<file path="src/design/obb_pkg.sv">
// Shared types, constants and helpers for the oriented-box to AABB pipeline.
// No dependencies.
package obb_pkg;

  typedef logic signed [31:0] coord_t;   // Q16.16 coordinate
  typedef logic signed [15:0] quat_t;    // Q2.14 quaternion part
  typedef logic        [30:0] dim_t;     // unsigned Q16.16 full size
  typedef logic signed [31:0] prod_t;    // quaternion product, Q4.28
  typedef logic signed [34:0] rwide_t;   // signed matrix entry, 2^-28 scale
  typedef logic        [32:0] rmag_t;    // |matrix entry|
  typedef logic        [63:0] term_t;    // |R_ij| * size_j
  typedef logic        [65:0] sum_t;     // three terms plus rounding
  typedef logic        [36:0] ext_t;     // extent, Q16.16, unsigned
  typedef logic signed [38:0] bwide_t;   // centre +- extent, exact

  localparam int NAXIS   = 3;
  localparam int NMAT    = NAXIS * NAXIS;
  localparam int EXT_SHIFT = 29;          // halve sizes, drop matrix scale
  localparam rwide_t ONE_Q28 = rwide_t'(64'sd1 <<< 28);
  localparam sum_t   CEIL_ADD = sum_t'((66'd1 << EXT_SHIFT) - 66'd1);
  localparam bwide_t SAT_MAX = bwide_t'(64'sd2147483647);
  localparam bwide_t SAT_MIN = bwide_t'(-64'sd2147483648);

  function automatic rmag_t mag_of(input rwide_t v);
    rwide_t a;
    a = (v < 0) ? -v : v;
    return a[32:0];
  endfunction

  function automatic coord_t sat32(input bwide_t v);
    coord_t r;
    if (v > SAT_MAX) begin
      r = coord_t'(SAT_MAX[31:0]);
    end else if (v < SAT_MIN) begin
      r = coord_t'(SAT_MIN[31:0]);
    end else begin
      r = v[31:0];
    end
    return r;
  endfunction

endpackage

</file>
<file path="src/design/obb_box.sv">
// Output stage: centre -/+ extent, saturated to 32 bits, held until taken.
// Depends on obb_pkg.
module obb_box (
  input  logic                clk,
  input  logic                rst,
  input  logic                in_vld,
  output logic                up_ready,
  input  logic                dn_stall,
  input  obb_pkg::coord_t     center_i [obb_pkg::NAXIS],
  input  obb_pkg::ext_t       ext_i    [obb_pkg::NAXIS],
  output logic                out_vld,
  output obb_pkg::coord_t     lo_o     [obb_pkg::NAXIS],
  output obb_pkg::coord_t     hi_o     [obb_pkg::NAXIS]
);

  logic rdy5;
  obb_pkg::bwide_t lo_w [obb_pkg::NAXIS];
  obb_pkg::bwide_t hi_w [obb_pkg::NAXIS];

  assign rdy5     = !out_vld || !dn_stall;
  assign up_ready = rdy5;

  always_comb begin
    for (int i = 0; i < obb_pkg::NAXIS; i++) begin
      lo_w[i] = obb_pkg::bwide_t'(center_i[i]) - obb_pkg::bwide_t'({2'b00, ext_i[i]});
      hi_w[i] = obb_pkg::bwide_t'(center_i[i]) + obb_pkg::bwide_t'({2'b00, ext_i[i]});
    end
  end

  always_ff @(posedge clk) begin
    if (rst) begin
      out_vld <= 1'b0;
    end else if (rdy5) begin
      out_vld <= in_vld;
    end
    if (rdy5 && in_vld) begin
      for (int i = 0; i < obb_pkg::NAXIS; i++) begin
        lo_o[i] <= obb_pkg::sat32(lo_w[i]);
        hi_o[i] <= obb_pkg::sat32(hi_w[i]);
      end
    end
  end

endmodule

</file>
<file path="config.mk">
export PLATFORM = sky130hd
export DESIGN_NAME = obb_box
export DESIGN_NICKNAME = d
export VERILOG_FILES = /design/src/design/obb_pkg.sv /design/src/design/obb_box.sv
export SDC_FILE = /design/constraint.sdc
export NUM_CORES = 1
export LEC_CHECK = 0
export CAP_MARGIN = 25
export CELL_PAD_IN_SITES_DETAIL_PLACEMENT = 1
export CELL_PAD_IN_SITES_GLOBAL_PLACEMENT = 1
export CORE_MARGIN = 1
export CORE_UTILIZATION = 45
export DETAILED_ROUTE_END_ITERATION = 10
export DONT_BUFFER_PORTS = 1
export PLACE_DENSITY = 0.81
export SLEW_MARGIN = 15
export SYNTH_ARGS = -nofsm -noshare
export SYNTH_HDL_FRONTEND = slang
export SYNTH_SLANG_ARGS = --single-unit
</file>
<file path="constraint.sdc">
create_clock -name clk -period 10.64 [get_ports clk]
set_input_delay 1.064 -clock clk [delete_from_list [all_inputs] [get_ports clk]]
set_output_delay 1.064 -clock clk [all_outputs]
set_load 0.05 [all_outputs]
</file>
==> results.py <==
metrics = {
    "status": {
        "status": "finished, final reports clean",
    },
    "cts": {
        "postCtsSetupBuffers": 0,
        "clock_sinks": 193,
        "htreeDepth": 4,
        "cts-root-buf": "clkbuf_16",
        "insertion_delay_ns": 0.51,
        "ctsResizeCount": 0,
        "clk_pin_slew_ns": 0.08,
        "tritoncts": "built",
        "hold_buffers": 0,
        "numCtsBuffers": 17,
        "clockBufferDepth": 2,
    },
    "sta": {
        "finalHoldViolations": 0,
        "finalClockSkew_ns": 0.0104,
        "period_needed_ns": 5.00,
        "hold_ws_ns": 0.629,
        "setup_viol": 0,
        "clock.fmax_ghz": 0.200,
        "rsz0062_at_grt": "no",
        "fin_tns_setup_ns": 0,
        "worst_pin_slew_ns": 1.08,
        "slew_headroom": 0.280,
        "period_share": 0.470,
        "drv_slew": 0,
    },
    "placement": {
        "io_buffers": 0,
        "dp_hpwl_mm": 58.6,
        "gp_congestion": 0.973,
        "dpl_cell_area_mm2": 0.0209,
    },
    "synthesis": {
        "ys_ff_latch": 193,
        "syn_avg_cell_area_um2": 8.22,
        "synth-compound-area-share": 0.264,
        "synth_simple_gate_area_frac": 0.155,
        "netlist_area_mm2": 0.0205,
        "syn_inst": 2499,
        "synthMuxAreaShare": 0.000731,
        "synthAdderAreaFrac": 0.143,
        "synth_cell_types": 76,
        "synth_edf_count": 192,
        "yosys_most_used_dff": "edfxtp_1",
        "syn_nets": 2941,
        "synth_top_family_by_area": "compound AO/OA/AOI/OAI gates",
        "async_reset_ff_frac": 0,
        "yosysSeqAreaShare": 0.282,
        "ys.warnings.count": 0,
        "synth_xor_area_frac": 0.0874,
    },
    "layout": {
        "design_area_mm2": 0.0215,
        "syn_to_final_growth_pct": 4.68,
        "final_nets": 2839,
        "drive_gt1_frac": 0.0398,
    },
    "floorplanning": {
        "start_util": 0.461,
        "die_y_um": 216,
        "dieArea_mm2": 0.0465,
        "core_mm2": 0.0446,
        "rows": 77,
        "ios": 405,
        "die_w_um": 216,
    },
    "run": {
        "drv_cap": 0,
    },
    "setup_path": {
        "start_kind": "input port",
        "crit_required_ns": 10.87,
        "worstPathMaxFanout": 19,
        "cp-end-kind": "register",
        "criticalPathCategory": "in -> reg",
        "worst_ep_arrival_time_ns": 5.23,
    },
    "power": {
        "max-vdd-ir-drop_mv": 0.0890,
        "p_leak_nw": 8.77,
        "power_density_mw_per_mm2": 142,
    },
    "route": {
        "routed-via-count": 19200,
        "final_antenna_net_count": 0,
        "drtIter0Drc": 1404,
        "wire_per_inst_um": 24.8,
        "viasPerCell": 6.38,
        "drc_errors": 0,
        "drt-total-wl_mm": 74.4,
        "drt-pass1-iter-count": 6,
    },
    "grt": {
        "grt_pass1_vias": 19900,
        "antenna_found_initial": 1,
        "gr-total-overflow": 0,
        "grt_pass1_wl_mm": 114,
        "track_usage": 0.312,
        "grt_max_degree": 78,
    },
    "worst_hold_path": {
        "hold_path_class": "in -> reg",
    },
}
[power by group]
group / internal, mW / leakage, nW / switching [mW]
registers: 0.961 / 1.90 / 0.329
logic: 0.375 / 6.59 / 0.701
clock network: 0.350 / 0.276 / 0.333
[per-stage QoR]
| step | std cells | total power, mW | utilization | setup WS (ns) |
|---|---|---|---|---|
| final | 3003 | 3.05 | 0.482 | 5.64 |
| after floorplan | 2499 | 2.05 | - | 4.19 |
| after detailed placement | 2970 | 2.35 | 0.469 | 5.29 |
| after CTS | 3002 | 3.03 | 0.482 | 5.80 |
| after global routing | 3002 | 3.17 | 0.482 | 5.45 |
| after global placement | 2970 | 2.32 | 0.469 | 5.42 |
[flip-flops by register name, summed over array words and instances (netlist names)]
name	cells
out_vld	1
hi_o	96
lo_o	96
[critical path, cell delays in order]
cell and delay, ns:
inv_1 0.03, ha_1 0.44, inv_1 0.18, a2111oi_0 0.56, a2bb2oi_1 0.21, a211oi_1 0.69, a211oi_1 0.25, o21ai_0 0.27
xnor2_1 0.22, nand4_1 0.19, o41ai_4 0.60, buf_4 0.34, o21ai_0 0.16
[cell type report]
| type | count | area [µm²] |
|---|---|---|
| Antenna cell | 1 | 2.50 |
| Fill cell | 5322 | 23100 |
| Tap cell | 592 | 741 |
| Clock buffer | 19 | 433 |
| Multi-Input combinational cell | 1943 | 13400 |
| Sequential cell | 193 | 5790 |
| Inverter | 227 | 852 |
| Timing Repair Buffer | 15 | 113 |
| Clock inverter | 13 | 149 |
[cells in the mapped netlist (30+ instances only)]
cell | number | area [µm²]
xor2_1 | 32 | 280
inv_1 | 219 | 822
nor3_1 | 65 | 325
o31ai_1 | 35 | 263
clkbuf_1 | 107 | 402
a21o_1 | 81 | 608
nor4_1 | 37 | 231
nor2b_1 | 49 | 307
nand4_1 | 33 | 206
nor2_1 | 182 | 683
edfxtp_1 | 192 | 5770
o211ai_1 | 30 | 225
nand3_1 | 43 | 215
xnor2_1 | 173 | 1520
ha_1 | 225 | 2820
o21ai_0 | 200 | 1000
a21oi_1 | 292 | 1460
nand2_1 | 118 | 443
o21bai_1 | 43 | 323
[final timing paths]
| check | slack [ns] | cells past startpoint | startpoint | endpoint |
|---|---|---|---|---|
| setup reg to reg | 7.38 | 3 | out_vld | hi_o[29] |
| setup / recovery | 5.64 | 13 | ext_i[87] | hi_o[80] |
| hold / removal | 0.63 | 1 | rst | out_vld |
| hold reg to reg | 0.80 | 2 | out_vld | out_vld |
[per-layer routing]
layer / up-vias / GRT usage / wire length (µm)
li1: 8798 / - / -
met1: 9527 / 0.380 / 30800
met2: 690 / 0.524 / 35700
met3: 151 / 0.0884 / 5690
met4: 0 / 0.109 / 2200
met5: - / 0 / 0
[kinds of logic after synthesis]
family	count (synthesis)
xor gates and xnor gates	205
and+or+nand+nor	638
buffers and inverters	363
muxes	1
AOI/OAI and AO/OA	868
adders and majority gates	231
DFF	193
[cell usage in the layout (no fill, tap or decap), types with 8 or more instances in the layout]
cell and n:
o21ai_0 200, a31oi_1 16, a221oi_1 9, edfxtp_1 192, xor2_1 32, and3_1 12, o21a_1 26, o211ai_1 30
nor4_1 37, ha_1 225, a21boi_0 9, a211o_1 9, nor3b_1 8, a21o_1 81, o21bai_1 43, nand4_1 33
clkinv_1 9, clkbuf_16 17, a211oi_1 22, o31ai_1 34, or2_2 15, buf_4 15, a21oi_2 12, or3_1 9
nor3_1 65, nand3_1 43, nor2_1 182, nor2b_1 49, inv_1 219, xnor2_1 173, nand2_1 118, a21oi_1 292
or4_1 12, nand2b_1 26
Note: power is estimated with default switching activity, not from simulation.
